<file path="src/rtl/uvp_pkg.sv">
package uvp_pkg;

  localparam int MAX_IMAGE_BYTES = 4096;
  localparam int HEADER_BYTES    = 16;

  localparam logic [31:0] CRC_POLY = 32'hEDB8_8320;
  localparam logic [31:0] CRC_INIT = 32'hFFFF_FFFF;
  localparam logic [31:0] CRC_XOUT = 32'hFFFF_FFFF;

  localparam logic [7:0] STATE_DOWNLOADED = 8'h5A;
  localparam logic [7:0] STATE_APPLIED    = 8'hA5;
  localparam logic [7:0] ERASED_BYTE      = 8'hFF;

  localparam int MAGIC_LEN = 6;
  localparam logic [7:0] MAGIC [MAGIC_LEN] = '{8'h4B, 8'h5A, 8'h4F, 8'h54, 8'h41, 8'h21};

  // header byte positions
  localparam logic [4:0] IDX_VERSION = 5'd6;
  localparam logic [4:0] IDX_CRC_LO  = 5'd7;
  localparam logic [4:0] IDX_CRC_HI  = 5'd10;
  localparam logic [4:0] IDX_LEN_LO  = 5'd11;
  localparam logic [4:0] IDX_LEN_HI  = 5'd12;
  localparam logic [4:0] IDX_STATE   = 5'd13;

  localparam logic [2:0] ST_NONE      = 3'd0;
  localparam logic [2:0] ST_VALID     = 3'd1;
  localparam logic [2:0] ST_BAD_MAGIC = 3'd2;
  localparam logic [2:0] ST_BAD_STATE = 3'd3;
  localparam logic [2:0] ST_CRC_BAD   = 3'd4;
  localparam logic [2:0] ST_TOO_LONG  = 3'd5;

  typedef enum logic [1:0] {
    PH_IDLE   = 2'd0,
    PH_HEADER = 2'd1,
    PH_IMAGE  = 2'd2,
    PH_DONE   = 2'd3
  } uvp_phase_t;

  typedef struct packed {
    logic [7:0] data_byte;
    logic       first;
  } uvp_in_t;

  typedef struct packed {
    logic [2:0]  status;
    logic [7:0]  pkg_version;
    logic        applied;
    logic [31:0] computed_crc;
  } uvp_out_t;

  // reflected CRC-32, one byte, LSB first
  function automatic logic [31:0] crc_byte(input logic [31:0] crc, input logic [7:0] b);
    logic [31:0] c;
    c = crc ^ {24'd0, b};
    for (int k = 0; k < 8; k++) begin
      c = c[0] ? (CRC_POLY ^ (c >> 1)) : (c >> 1);
    end
    return c;
  endfunction

endpackage

</file>
<file path="src/rtl/uvp_ingress.sv">
module uvp_ingress import uvp_pkg::*; (
  input  logic    clk,
  input  logic    rst_n,
  input  logic    in_valid,
  input  uvp_in_t in_word,
  output logic    in_stall,
  input  logic    take,
  output logic    hold_valid,
  output uvp_in_t hold_word
);

  logic    valid_r, valid_nxt;
  uvp_in_t word_r;
  logic    load;

  // one-entry input register; refills in the cycle it drains
  assign in_stall  = valid_r && !take;
  assign load      = in_valid && !in_stall;
  assign valid_nxt = load || (valid_r && !take);

  always_ff @(posedge clk) begin
    if (!rst_n) begin
      valid_r <= 1'b0;
    end else begin
      valid_r <= valid_nxt;
    end
  end

  always_ff @(posedge clk) begin
    if (load) begin
      word_r <= in_word;
    end
  end

  assign hold_valid = valid_r;
  assign hold_word  = word_r;

endmodule

</file>
<file path="src/rtl/uvp_core.sv">
module uvp_core import uvp_pkg::*; (
  input  logic     clk,
  input  logic     rst_n,
  input  logic     step,
  input  uvp_in_t  word,
  output logic     emit,
  output uvp_out_t result
);

  uvp_phase_t  phase_r, phase_nxt;
  logic [4:0]  idx_r, idx_nxt;
  logic        mg_r, mg_nxt;
  logic [1:0]  es_r, es_nxt;
  logic [7:0]  ver_r, ver_nxt;
  logic [31:0] scrc_r, scrc_nxt;
  logic [15:0] len_r, len_nxt;
  logic [7:0]  sb_r, sb_nxt;
  logic [31:0] run_r, run_nxt;
  logic [15:0] left_r, left_nxt;

  // state as seen by this byte (a first byte restarts everything)
  uvp_phase_t  ph_b;
  logic [4:0]  idx_b;
  logic        mg_b;
  logic [1:0]  es_b;
  logic [7:0]  ver_b;
  logic [31:0] scrc_b;
  logic [15:0] len_b;
  logic [7:0]  sb_b;
  logic [31:0] run_b;
  logic [15:0] left_b;

  logic [7:0]  b;
  logic        hdr_end;
  logic        state_ok;
  logic        too_long;
  logic [31:0] crc_upd;
  logic [31:0] crc_fin;

  assign b = word.data_byte;

  // header capture and CRC datapath
  always_comb begin
    ph_b   = word.first ? PH_HEADER : phase_r;
    idx_b  = word.first ? 5'd0 : idx_r;
    mg_b   = word.first ? 1'b1 : mg_r;
    es_b   = word.first ? 2'b00 : es_r;
    ver_b  = word.first ? 8'd0 : ver_r;
    scrc_b = word.first ? 32'd0 : scrc_r;
    len_b  = word.first ? 16'd0 : len_r;
    sb_b   = word.first ? 8'd0 : sb_r;
    run_b  = word.first ? CRC_INIT : run_r;
    left_b = word.first ? 16'd0 : left_r;

    idx_nxt  = idx_b;
    mg_nxt   = mg_b;
    es_nxt   = es_b;
    ver_nxt  = ver_b;
    scrc_nxt = scrc_b;
    len_nxt  = len_b;
    sb_nxt   = sb_b;
    run_nxt  = run_b;
    left_nxt = left_b;

    crc_upd = crc_byte(run_b, b);
    crc_fin = crc_upd ^ CRC_XOUT;

    if (ph_b == PH_HEADER) begin
      idx_nxt = idx_b + 5'd1;
      if (idx_b < 5'(MAGIC_LEN) && b != MAGIC[idx_b[2:0]]) begin
        mg_nxt = 1'b0;
      end
      if (idx_b == 5'd0 && b == ERASED_BYTE) begin
        es_nxt[0] = 1'b1;
      end
      if (idx_b == 5'd1 && b == ERASED_BYTE) begin
        es_nxt[1] = 1'b1;
      end
      if (idx_b == IDX_VERSION) begin
        ver_nxt = b;
      end
      if (idx_b >= IDX_CRC_LO && idx_b <= IDX_CRC_HI) begin
        scrc_nxt = scrc_b | ({24'd0, b} << {idx_b[1:0] - 2'd3, 3'd0});
      end
      if (idx_b == IDX_LEN_LO) begin
        len_nxt[7:0] = b;
      end
      if (idx_b == IDX_LEN_HI) begin
        len_nxt[15:8] = b;
      end
      if (idx_b == IDX_STATE) begin
        sb_nxt = b;
      end
    end

    hdr_end  = (ph_b == PH_HEADER) && ({1'b0, idx_nxt} >= 6'(HEADER_BYTES));
    state_ok = (sb_nxt == STATE_DOWNLOADED) || (sb_nxt == STATE_APPLIED);
    too_long = {1'b0, len_nxt} > 17'(MAX_IMAGE_BYTES);

    if (hdr_end) begin
      run_nxt  = CRC_INIT;
      left_nxt = len_nxt;
    end else if (ph_b == PH_IMAGE) begin
      run_nxt  = crc_upd;
      left_nxt = left_b - 16'd1;
    end
  end

  // verdict
  always_comb begin
    emit   = 1'b0;
    result = '0;
    result.pkg_version = ver_nxt;
    result.applied     = (sb_nxt == STATE_APPLIED);
    if (hdr_end) begin
      emit = 1'b1;
      if (es_nxt == 2'b11) begin
        result.status = ST_NONE;
      end else if (!mg_nxt) begin
        result.status = ST_BAD_MAGIC;
      end else if (!state_ok) begin
        result.status = ST_BAD_STATE;
      end else if (too_long) begin
        result.status = ST_TOO_LONG;
      end else if (len_nxt == 16'd0) begin
        result.status = (scrc_nxt == 32'd0) ? ST_VALID : ST_CRC_BAD;
      end else begin
        emit = 1'b0;
      end
    end else if (ph_b == PH_IMAGE && left_nxt == 16'd0) begin
      emit = 1'b1;
      result.status       = (crc_fin == scrc_nxt) ? ST_VALID : ST_CRC_BAD;
      result.computed_crc = crc_fin;
    end
  end

  // phase
  always_comb begin
    phase_nxt = ph_b;
    case (ph_b)
      PH_HEADER: begin
        if (hdr_end) begin
          phase_nxt = emit ? PH_DONE : PH_IMAGE;
        end
      end
      PH_IMAGE: begin
        if (emit) begin
          phase_nxt = PH_DONE;
        end
      end
      default: begin
        phase_nxt = ph_b;
      end
    endcase
  end

  always_ff @(posedge clk) begin
    if (!rst_n) begin
      phase_r <= PH_IDLE;
      idx_r   <= 5'd0;
      mg_r    <= 1'b1;
      es_r    <= 2'b00;
      ver_r   <= 8'd0;
      scrc_r  <= 32'd0;
      len_r   <= 16'd0;
      sb_r    <= 8'd0;
      run_r   <= CRC_INIT;
      left_r  <= 16'd0;
    end else if (step) begin
      phase_r <= phase_nxt;
      idx_r   <= idx_nxt;
      mg_r    <= mg_nxt;
      es_r    <= es_nxt;
      ver_r   <= ver_nxt;
      scrc_r  <= scrc_nxt;
      len_r   <= len_nxt;
      sb_r    <= sb_nxt;
      run_r   <= run_nxt;
      left_r  <= left_nxt;
    end
  end

endmodule

</file>
<file path="src/rtl/update_package_verifier_top.sv">
// channel | direction | handshake           | word
// in      | input     | in_valid / in_stall   | uvp_in_t  {data_byte, first}
// out     | output    | out_valid / out_stall | uvp_out_t {status, pkg_version, applied,
//         |           |                       |            computed_crc}
//
// One byte per cycle sustained unless a stalled output word holds the flow. A byte is
// held in the input register, then header capture or the CRC byte update runs in one pass
// into the state registers, while a verdict is registered in the output register.
// Synchronous active-low reset clears phase, counters and the CRC to their idle values.
// A stalled output word holds; the input register keeps taking bytes while the
// output register is empty or being drained in the same cycle.
module update_package_verifier_top import uvp_pkg::*; (
  input  logic     clk,
  input  logic     rst_n,
  input  logic     in_valid,
  input  uvp_in_t  in_word,
  output logic     in_stall,
  output logic     out_valid,
  output uvp_out_t out_word,
  input  logic     out_stall
);

  logic     hold_valid;
  uvp_in_t  hold_word;
  logic     take;
  logic     emit;
  uvp_out_t result;

  logic     out_valid_r, out_valid_nxt;
  uvp_out_t out_word_r;

  // the held byte moves on whenever the output register has room this cycle
  assign take = hold_valid && (!out_valid_r || !out_stall);

  uvp_ingress u_ingress (
    .clk        (clk),
    .rst_n      (rst_n),
    .in_valid   (in_valid),
    .in_word    (in_word),
    .in_stall   (in_stall),
    .take       (take),
    .hold_valid (hold_valid),
    .hold_word  (hold_word)
  );

  uvp_core u_core (
    .clk    (clk),
    .rst_n  (rst_n),
    .step   (take),
    .word   (hold_word),
    .emit   (emit),
    .result (result)
  );

  // output register: load on a verdict, clear when drained
  always_comb begin
    out_valid_nxt = out_valid_r;
    if (take && emit) begin
      out_valid_nxt = 1'b1;
    end else if (out_valid_r && !out_stall) begin
      out_valid_nxt = 1'b0;
    end
  end

  always_ff @(posedge clk) begin
    if (!rst_n) begin
      out_valid_r <= 1'b0;
    end else begin
      out_valid_r <= out_valid_nxt;
    end
  end

  always_ff @(posedge clk) begin
    if (take && emit) begin
      out_word_r <= result;
    end
  end

  assign out_valid = out_valid_r;
  assign out_word  = out_word_r;

`ifndef SYNTH
  // input side only stalls with a byte held
  a_stall_held: assert property (@(posedge clk) disable iff (!rst_n)
    in_stall |-> hold_valid)
    else $error("in_stall without a held byte");

  // a verdict never lands while an undrained word would be overwritten
  a_no_overwrite: assert property (@(posedge clk) disable iff (!rst_n)
    (take && emit) |-> (!out_valid_r || !out_stall))
    else $error("output word overwritten");

  // status code within range
  a_status_range: assert property (@(posedge clk) disable iff (!rst_n)
    out_valid |-> (out_word.status <= ST_TOO_LONG))
    else $error("status out of range");

  // header verdicts carry no CRC
  a_crc_zero: assert property (@(posedge clk) disable iff (!rst_n)
    (out_valid && out_word.status != ST_VALID && out_word.status != ST_CRC_BAD)
      |-> (out_word.computed_crc == 32'd0))
    else $error("nonzero CRC on header verdict");
`endif

endmodule
</file>
<file path="config.mk">
export PLATFORM = sky130hd
export DESIGN_NAME = update_package_verifier_top
export DESIGN_NICKNAME = d
export VERILOG_FILES = /design/src/rtl/uvp_pkg.sv /design/src/rtl/uvp_ingress.sv /design/src/rtl/uvp_core.sv /design/src/rtl/update_package_verifier_top.sv
export SDC_FILE = /design/constraint.sdc
export NUM_CORES = 1
export LEC_CHECK = 0
export ABC_AREA = 0
export BUFFER_PORTS_ARGS = -buffer_cell sky130_fd_sc_hd__clkbuf_2
export CORE_MARGIN = 1.5
export CORE_UTILIZATION = 40
export CTS_CLUSTER_DIAMETER = 200
export CTS_CLUSTER_SIZE = 20
export DETAILED_ROUTE_END_ITERATION = 8
export PLACE_DENSITY = 0.63
export SLEW_MARGIN = 20
export SYNTH_ARGS = -nofsm -noshare
export SYNTH_HDL_FRONTEND = slang
export SYNTH_HIERARCHICAL = 1
export SYNTH_SLANG_ARGS = --single-unit
</file>
<file path="constraint.sdc">
create_clock -name clk -period 8.65 [get_ports clk]
set_input_delay 0.865 -clock clk [delete_from_list [all_inputs] [get_ports clk]]
set_output_delay 0.865 -clock clk [all_outputs]
set_load 0.01 [all_outputs]
</file>
# Word level (Yosys, flattened, before mapping)
# Memory sizes are Yosys's and may differ from the RTL's.
# Cells that the tools add are included.
# totals
inputBits	13
out_inout_bits	46
memories	1
ff_bits	177
romBits	64
# classes
n_eq_ne	13
order_cmp	6
addsub	3
reduce_logical	24
muxes	61
n_bitwise	13
n_shift	1
# memory_table
name	depth	word_bits	read_ports	rd_clocked_by_memory_dff	write_ports	line	rtl
(no name shown)	8	8	1	0	0	uvp_core.sv:70	if (idx_b < 5'(MAGIC_LEN) && b != MAGIC[idx_b[2:0]]) begin
# op_table
op	n
two-way mux 32 bit	14
inverter 13 -> 14 bit	8
two-way mux 16 bit	5
two-way mux 8 bit	10
== test 32 bit	1
zero test 16 bit	2
zero test 32 bit	1
inverter 32 bit	1
bitwise OR 32 bit	1
<< shifter 8 x 5 -> 32 bit	1
bitwise XOR 32 x 8 -> 32 bit	1
two-way mux 3 bit	9
== test 8 bit, second input constant	2
greater-than comparator 16 x 13 -> 1 bit, second input constant	1
subtractor 16 x 1 -> 16 bit, second input constant	1
== test 5 x 4 -> 1 bit, second input constant	3
two-way mux 1 bit	15
logical AND 1 bit	11
two-way mux 2 bit	5
two-way mux 5 bit	2
== test 8 x 7 -> 1 bit, second input constant	1
inequality test 8 bit	1
adder 5 x 1 -> 5 bit, second input constant	1
== test 5 x 1 -> 1 bit, second input constant	1
other kinds (17)	23

# Longest topological paths before layout
# Gate-level depths: netlist of the first run.
# logic_depth
ltp_word	23
ltp_mapped	21
mapped_depth_nobuf	14

# Hierarchy
# The synthesis of the first run kept the hierarchy.
# by_module_without_submodules
mod	area_each_um2	cells_per_inst	instances	seq_area_each_um2
uvp_core	8396.8	1064	1	2442.3
update_package_verifier_top	1367.6	50	1	1341.3
uvp_ingress	317.8	13	1	290.3

# Worst setup path before layout of the first run
# Ideal clock, no wire load.
# synth_path
path_kind	register to register
startpoint	register u_ingress.word_r (netlist bit u_ingress/hold_word[0])
endpoint	register out_word_r (netlist bit out_word[0]) (enable)
path_slack_ps	910
synth_period_minus_slack_ps	7740
stages_incl_launch_ff	21
setup_ps	460
arrival_ps	7280
required_ps	8190
path_cell_list	edfxtp_1 > buf_4 > inv_1 > clkbuf_1 > buf_1 > buf_1 > buf_1 > clkbuf_1 > nand2_1 > inv_1 > ha_1 > or4b_1 > or4_2 > xnor2_1 > a211oi_1 > o21ai_1 > or4_4 > nor4_4 > o21a_1 > nand2_1 > a21oi_1
# synth_via
elab_chain_len	13
word_cells_on_any_way	56
classes_between	add/sub (2); order compare (3); eq/ne (10); mux (29); bitwise (1); reduce/logical (10); memory (1)
# synth_rtl
item	line	rtl
from (decl)	uvp_ingress.sv:13	uvp_in_t word_r;
from (signal assigned)	uvp_ingress.sv:31	word_r <= in_word;
parallel branches: the longest is 11 deep, another holds adder 5 x 1 -> 5 bit	-	
two-way mux 1 bit (*)	uvp_core.sv:115	if (hdr_end) begin
named net emit	update_package_verifier_top.sv:26	logic emit;
logical AND 1 bit (*)	update_package_verifier_top.sv:74	if (take && emit) begin
to (signal assigned)	update_package_verifier_top.sv:75	out_word_r <= result;
to (decl)	update_package_verifier_top.sv:30	uvp_out_t out_word_r;
# Mark *: on every way through the listed nets, which the timed path passes. The select of a mux whose other input is x is not followed.
# A chain may end at the register's enable or synchronous reset.

# Worst setup path in the final report of the first run
# layout_path
startpoint	register u_ingress.word_r (netlist bit u_ingress/hold_word[0])
endpoint	register out_word_r (netlist bit out_word[4]) (enable)
# Same word-level chain as after synthesis.

==> run_results.csv, run 1 <==
group,metric,value,unit
yosys,ys_async_sr_fraction,0,
yosys,synth_top_family_by_area,"compound AO/OA/AOI/OAI gates",
sta,rsz0062_at_grt,"no",
power_and_ir_drop,switching_share,0.300,
clock_tree,post_cts.repair.setup_buffers,0,
worst_setup_path,crit_required,8730,ps
worst_setup_path,max_stage_delay,610,ps
clock_tree,numCtsBuffers,17,
place,place_hpwl,18.4,mm
worst_setup_path,critical_path.cell_chain,"buf_4, or2_2, inv_1, ha_1, or4b_1, or4_2, xnor2_1, a211oi_1, o21ai_1, or4_4, nor4_4, o21a_1, nand2_1, a21oi_4, buf_4",
layout,drive_gt1_frac,0.129,
floorplan,fp.dieH,162,um
global_route,grt_usage,0.220,
global_route,grt_first_pass_wirelength,45.1,mm
yosys,synth_area_leaders,"dfxtp_1 (25%), edfxtp_1 (16%), nor2_1 (7.2%), xnor2_1 (6.9%), xnor3_1 (4.2%)",
sta,relSlewSlack,0.337,
power_and_ir_drop,leakagePower,4.00,nW
sta,hold_viol,0,
power_and_ir_drop,clkPwrFrac,0.381,
layout,num_antenna_cells,0,
yosys,synth_xor_area_frac,0.146,
worst_setup_path,crit_buf_inv,3,
power_and_ir_drop,peakVddDrop,95.2,uV
routing,via_count,8554,
yosys,synthCells,1127,
yosys,synth_area,0.0101,mm2
flow_run,maxCapViolations,0,
clock_tree,cts_resized,0,
worst_setup_path,crit_family,"simple AND/OR/NAND/NOR gates",
yosys,synth_compound_area_frac,0.194,
global_route,grt_max_degree,72,
yosys,yosysWarnings,6,
layout,syn_to_final_growth,10.3,%
power_and_ir_drop,powerDensity,178,mW/mm2
floorplan,io_pins,59,
yosys,synth-seq-cells,177,
sta,maxSlewViolCount,0,
routing,routed_wl,28.5,mm
routing,drtIter0Drc,737,
worst_setup_path,cp_max_fo,44,
global_route,antenna_found_initial,0,
clock_tree,path_clk_slew,80,ps
sta,max_clock_freq,184,MHz
hold_path,hp-class,"register to register",
yosys,ys.flop_type,"dfxtp_1",
global_route,overflow,0,
layout,seq_area,0.00407,mm2
place,port_buffers,58,
floorplan,dieArea,0.0262,mm2
layout,multi_input_area,0.00554,mm2
floorplan,coreArea,0.0245,mm2
yosys,syn_area_per_cell,8.95,um2
yosys,ys_seq_area_frac,0.404,
yosys,yosysMostFrequentCell,"nor2_1",
worst_setup_path,cp-start-kind,"register",
clock_tree,cts.sinks,177,
yosys,synth_edf_count,53,
clock_tree,cts_root_buffer,"clkbuf_16",
place,routabilityCongestion,0.854,
clock_tree,post_cts_hold_buffer_count,0,
yosys,synth_nets,1146,
power_and_ir_drop,seqPwrFrac,0.442,
yosys,synth_top_cell_by_area,"dfxtp_1",
power_and_ir_drop,p_comb_frac,0.177,
yosys,synthDistinctLibCells,82,
worst_setup_path,crit_top_cell,"buf_4",
worst_setup_path,cp.arrival,5510,ps
floorplan,rows,57,
power_and_ir_drop,p_switching,0.000594,W
outcome,status,"completed",
routing,first_pass_iters,6,
clock_tree,clock_path_buffers,2,
sta,final.period_utilization,0.628,
routing,post-route-drc-count,0,
worst_setup_path,critical_path_class,"register to register",
clock_tree,cts_tree,"built",
worst_setup_path,reg2reg_slack,3220,ps
sta,setup_viol,0,
routing,via_per_inst,5.85,
floorplan,die_w,162,um
worst_setup_path,cp_slowest_cell,"or4_2",
clock_tree,clock_latency,440,ps
place,post-place-ws,3230,ps
sta,fin_ws,3220,ps
routing,ant_nets,0,
yosys,synth_commonest_cells,"nor2_1 (193), dfxtp_1 (124), xnor2_1 (80), clkbuf_1 (75), nand2_1 (71)",
layout,fillers,2401,
yosys,synth_top_cell_area_share,0.246,
sta,tns,0,ps
floorplan,initial_core_util,0.411,
sta,fin_skew,11.3,ps
yosys,synthAdderAreaFrac,0.00745,
worst_setup_path,endpoint_kind,"register",
layout,fin_nets,1144,
clock_tree,cts_htree_levels,4,
sta,period_needed,5430,ps
global_route,grt_pass1_vias,7843,
sta,worst-slew-pin-transition,991,ps
yosys,synth_simple_gate_area_frac,0.184,
routing,wl_per_cell,19.5,um
yosys,synthMuxAreaShare,0.0159,
power_and_ir_drop,internal-power,0.00138,W
==> metal layers <==
metal	part of all wire	vias up	global-route usage	routed length (um)
li1	-	4063	-	-
met1	0.46	4134	0.313	13200
met2	0.46	324	0.345	13100
met3	0.061	33	0.0306	1740
met4	0.016	0	0.0655	456
met5	0	-	0	0
==> layout by cell type (no fill, tap or decap), types with 19 or more instances in the layout <==
cell | Yosys | routed
a21oi_1 | 52 | 51
a22oi_1 | 42 | 42
a31oi_1 | 20 | 19
buf_4 | 2 | 23
clkbuf_2 | 2 | 58
dfxtp_1 | 124 | 124
edfxtp_1 | 53 | 53
nand2_1 | 71 | 71
nor2_1 | 193 | 193
nor4_1 | 20 | 20
o21ai_0 | 35 | 35
o22ai_1 | 34 | 34
xnor2_1 | 80 | 80
xnor3_1 | 19 | 19
xor2_1 | 26 | 26
==> cell families after synthesis <==
family,count (synthesis)
and+or+nand+nor,391
AOI/OAI and AO/OA,287
DFF,177
xor gates and xnor gates,131
buffers and inverters,119
muxes,16
adders and majority gates,6
==> power by group through the flow <==
stage / combinational, W / sequential, W / clock (W)
2_1_floorplan: 0.000258 / 0.000889 / 0
3_3_place_gp: 0.000344 / 0.000893 / 0
3_5_place_dp: 0.000346 / 0.000893 / 0
4_1_cts: 0.000347 / 0.000873 / 0.000771
5_1_grt: 0.000373 / 0.000875 / 0.000801
6_report: 0.000351 / 0.000874 / 0.000754
==> worst min-delay path: stages (launching register included) <==
cell and delay (ps):
dfxtp_1 310, nor2_1 80, a211oi_1 50
==> final timing paths <==
check | cells after the start | start | to
min reg2reg | 2 | u_core/scrc_r[26] | u_core/scrc_r[26]
max | 15 | u_ingress/hold_word[0] | out_word[4]
max reg2reg | 15 | u_ingress/hold_word[0] | out_word[4]
min | 2 | u_core/scrc_r[26] | u_core/scrc_r[26]
==> registers in the layout, indices dropped and copies added (netlist names) <==
signal / cells
u_ingress/hold_word: 9
u_core/len_r: 16
out_valid: 1
u_core/scrc_r: 32
u_core/mg_r: 1
u_core/left_r: 16
u_core/ver_r: 8
u_core/sb_r: 8
u_core/run_r: 32
out_word: 44
u_core/es_r: 2
u_core/phase_r: 2
u_core/idx_r: 5
u_ingress/hold_valid: 1
==> area by class of cell <==
type	instances	area share
well taps	324	0.0365
clock buffers	17	0.0383
repair buffers	81	0.0416
inverters	17	0.00574
multi-input cells	831	0.499
flip-flops and latches	177	0.366
clock inverters	15	0.0129
==> stage by stage <==
| step | hold slack, ps | utilization | cells | total power (W) | cell area (um2) |
|---|---|---|---|---|---|
| finish | 491 | 0.453 | 1462 | 0.00198 | 11100 |
| global route | 510 | 0.453 | 1462 | 0.00205 | 11100 |
| CTS | 487 | 0.453 | 1462 | 0.00199 | 11100 |
| detailed placement | 468 | 0.430 | 1430 | 0.00124 | 10600 |
| global placement | 466 | 0.430 | 1430 | 0.00124 | 10600 |
| floorplan | 442 | - | 1127 | 0.00115 | 10100 |
Note: power is estimated with default switching activity, not from simulation.
==> run 2: changes to the inputs <==
- ABC_AREA: 0 -> 1
- clock period: 8.65 -> 5.7 ns (I/O delays scaled with it)
==> run 2 against run 1 <==
Effect of this change:
- sequential power up 62%
- clock skew up 7.0 ps
- cell area up 12%
- utilization down 0.65 points
- non-clock buffer count down 7
- combinational power rose to 2.8 times the previous value
- critical endpoint is now out_word[30]
- largest power group unchanged
==> run_results.csv, run 2 <==
group,metric,value,unit
worst_setup_path,reg2reg_slack,1300,ps
routing,wl_met3,3.09,mm
sta,period_needed,4400,ps
worst_setup_path,cp.arrival,4470,ps
sta,setup_viol,0,
yosys,yosysWarnings,6,
yosys,synth-seq-cells,177,
clock_tree,path_clk_slew,90,ps
sta,tns,0,ps
yosys,synth_area_leaders,"dfxtp_1 (22%), nand2_1 (15%), edfxtp_1 (14%), inv_1 (7.3%), nor2_1 (7.2%)",
power_and_ir_drop,finalPower,0.00355,W
yosys,synth_commonest_cells,"nand2_1 (442), inv_1 (220), nor2_1 (216), dfxtp_1 (124)",
worst_setup_path,critical_path_class,"register to register",
place,place_hpwl,25.5,mm
clock_tree,post_cts.repair.setup_buffers,0,
layout,fin_area,0.0124,mm2
yosys,synth_top_cell_by_area,"dfxtp_1",
layout,top_register,"out_word",
sta,max_clock_freq,227,MHz
worst_setup_path,startpoint,"u_ingress/hold_word[0]",
global_route,grt_pass1_vias,9933,
power_and_ir_drop,peakVddDrop,200,uV
clock_tree,numCtsBuffers,17,
clock_tree,cts_resized,0,
yosys,synth_area,0.0113,mm2
floorplan,initial_core_util,0.407,
yosys,synthCells,1702,
floorplan,die_w,171,um
global_route,grt_max_degree,106,
global_route,grt_first_pass_wirelength,56.1,mm
yosys,synth_top_cell_area_share,0.219,
place,port_buffers,58,
layout,largest_register_ffs,44,
worst_setup_path,reg2regPathDepth,20,
layout,num_antenna_cells,0,
flow_run,maxCapViolations,0,
routing,via_per_inst,5.27,
hold_path,hold_depth,1,
worst_setup_path,endpoint_kind,"register",
clock_tree,cts_root_buffer,"clkbuf_16",
sta,maxSlewViolCount,0,
routing,topRoutingLayerUsed,"met4",
clock_tree,clock_latency,450,ps
floorplan,coreArea,0.0278,mm2
routing,wl_met2,15.4,mm
global_route,antenna_found_initial,0,
routing,routed_wl,36.2,mm
layout,final_cell_mix,"nand2_1 (442), inv_1 (219), nor2_1 (215)",
routing,ant_nets,0,
yosys,syn_area_per_cell,6.65,um2
sta,fin_skew,18.3,ps
floorplan,io_pins,59,
yosys,ys_seq_area_frac,0.360,
yosys,synth_edf_count,53,
clock_tree,cts.sinks,177,
layout,mostFrequentLayoutCell,"nand2_1",
outcome,status,"completed",
clock_tree,cts_tree,"built",
layout,reg_top3,"out_word (44), u_core/run_r (32), u_core/scrc_r (32)",
yosys,ys_async_sr_fraction,0,
yosys,ys.flop_type,"dfxtp_1",
layout,drive_gt1_frac,0.106,
routing,wl_per_cell,17.2,um
sta,relSlewSlack,0.289,
sta,hold_viol,0,
routing,wl_met1,16.9,mm
routing,first_pass_iters,6,
sta,hold_slack,287,ps
routing,drtIter0Drc,1345,
layout,fin_nets,1730,
routing,post-route-drc-count,0,
sta,rsz0062_at_grt,"no",
layout,fillers,3009,
global_route,grt_usage,0.253,
power_and_ir_drop,powerDensity,286,mW/mm2
hold_path,hp-class,"input port to register",
sta,worst-slew-pin-transition,1070,ps
routing,via_count,11079,
layout,syn_to_final_growth,9.68,%
yosys,yosysMostFrequentCell,"nand2_1",
sta,final.period_utilization,0.772,
yosys,synthDistinctLibCells,46,
worst_setup_path,crit_required,5770,ps
clock_tree,clock_path_buffers,2,
worst_setup_path,cp_max_fo,44,
place,routabilityCongestion,1.00,
place,dpl_cell_area,0.0118,mm2
clock_tree,cts_htree_levels,4,
worst_setup_path,reg2reg_to,"out_word[30]",
worst_setup_path,reg2reg_from,"u_ingress/hold_word[0]",
power_and_ir_drop,leakagePower,5.98,nW
global_route,overflow,0,
floorplan,fp.dieH,171,um
yosys,synth_nets,1721,
worst_setup_path,worstSetupEndpoint,"out_word[30]",
floorplan,rows,61,
floorplan,dieArea,0.0293,mm2
worst_setup_path,cp-start-kind,"register",
clock_tree,post_cts_hold_buffer_count,0,
[run 2: worst max-delay path, cell delays in order (launching register included)]
cell	delay, ps
edfxtp_1	330
buf_4	280
nor2_1	180
inv_1	80
ha_1	310
nand3_1	140
nor2_1	200
nand3_1	150
nand3_2	370
buf_4	440
nor2_1	90
a21oi_1	210
nand2_1	80
nor2_1	100
nand2_1	90
nand2_1	70
nand2_1	70
inv_1	50
inv_1	70
nor3_4	160
buf_4	480
[run 2: area by class of cell]
class | count | area [um2] | area share
inverters | 230 | 865 | 0.0697
repair buffers | 74 | 423 | 0.0341
clock inverters | 14 | 124 | 0.00998
flip-flops and latches | 177 | 4070 | 0.328
clock buffers | 18 | 439 | 0.0354
multi-input cells | 1211 | 6010 | 0.485
well taps | 378 | 473 | 0.0381
[run 2: worst min-delay path by stage]
stage,startpoint,endpoint,slack [ps]
after global placement,u_core/mg_r,u_core/mg_r,450
after global routing,in_word[6],u_ingress/hold_word[6],270
final,in_word[7],u_ingress/hold_word[7],290
after CTS,in_word[7],u_ingress/hold_word[7],270
after floorplan,u_core/mg_r,u_core/mg_r,430
after detailed placement,u_core/run_r[22],u_core/run_r[22],450
[run 2: stage by stage]
step	instances	utilization	setup slack [ps]
final	2102	0.447	1300
after CTS	2102	0.447	1360
after detailed placement	2070	0.426	1370
after global placement	2070	0.426	1510
after floorplan	1702	-	356
after global routing	2102	0.447	927
[run 2: cell families after synthesis]
family                     after synthesis  share of synthesized area
AOI/OAI and AO/OA                      265                      0.133
xor gates and xnor gates                74                     0.0649
adders and majority gates                6                    0.00663
buffers and inverters                  314                      0.110
DFF                                    177                      0.360
and+or+nand+nor                        866                      0.325
[run 2: layer usage]
metal | track usage | vias to the layer above
li1 | - | 5422
met1 | 0.375 | 5137
met2 | 0.374 | 471
met3 | 0.0382 | 49
met4 | 0.0767 | 0
met5 | 0 | -
[run 2: where the power goes]
group	switching (W)	internal, W
Sequential	0.0000549	0.00137
Combinational	0.000691	0.000286
Clock	0.000565	0.000587
Total	0.00131	0.00224
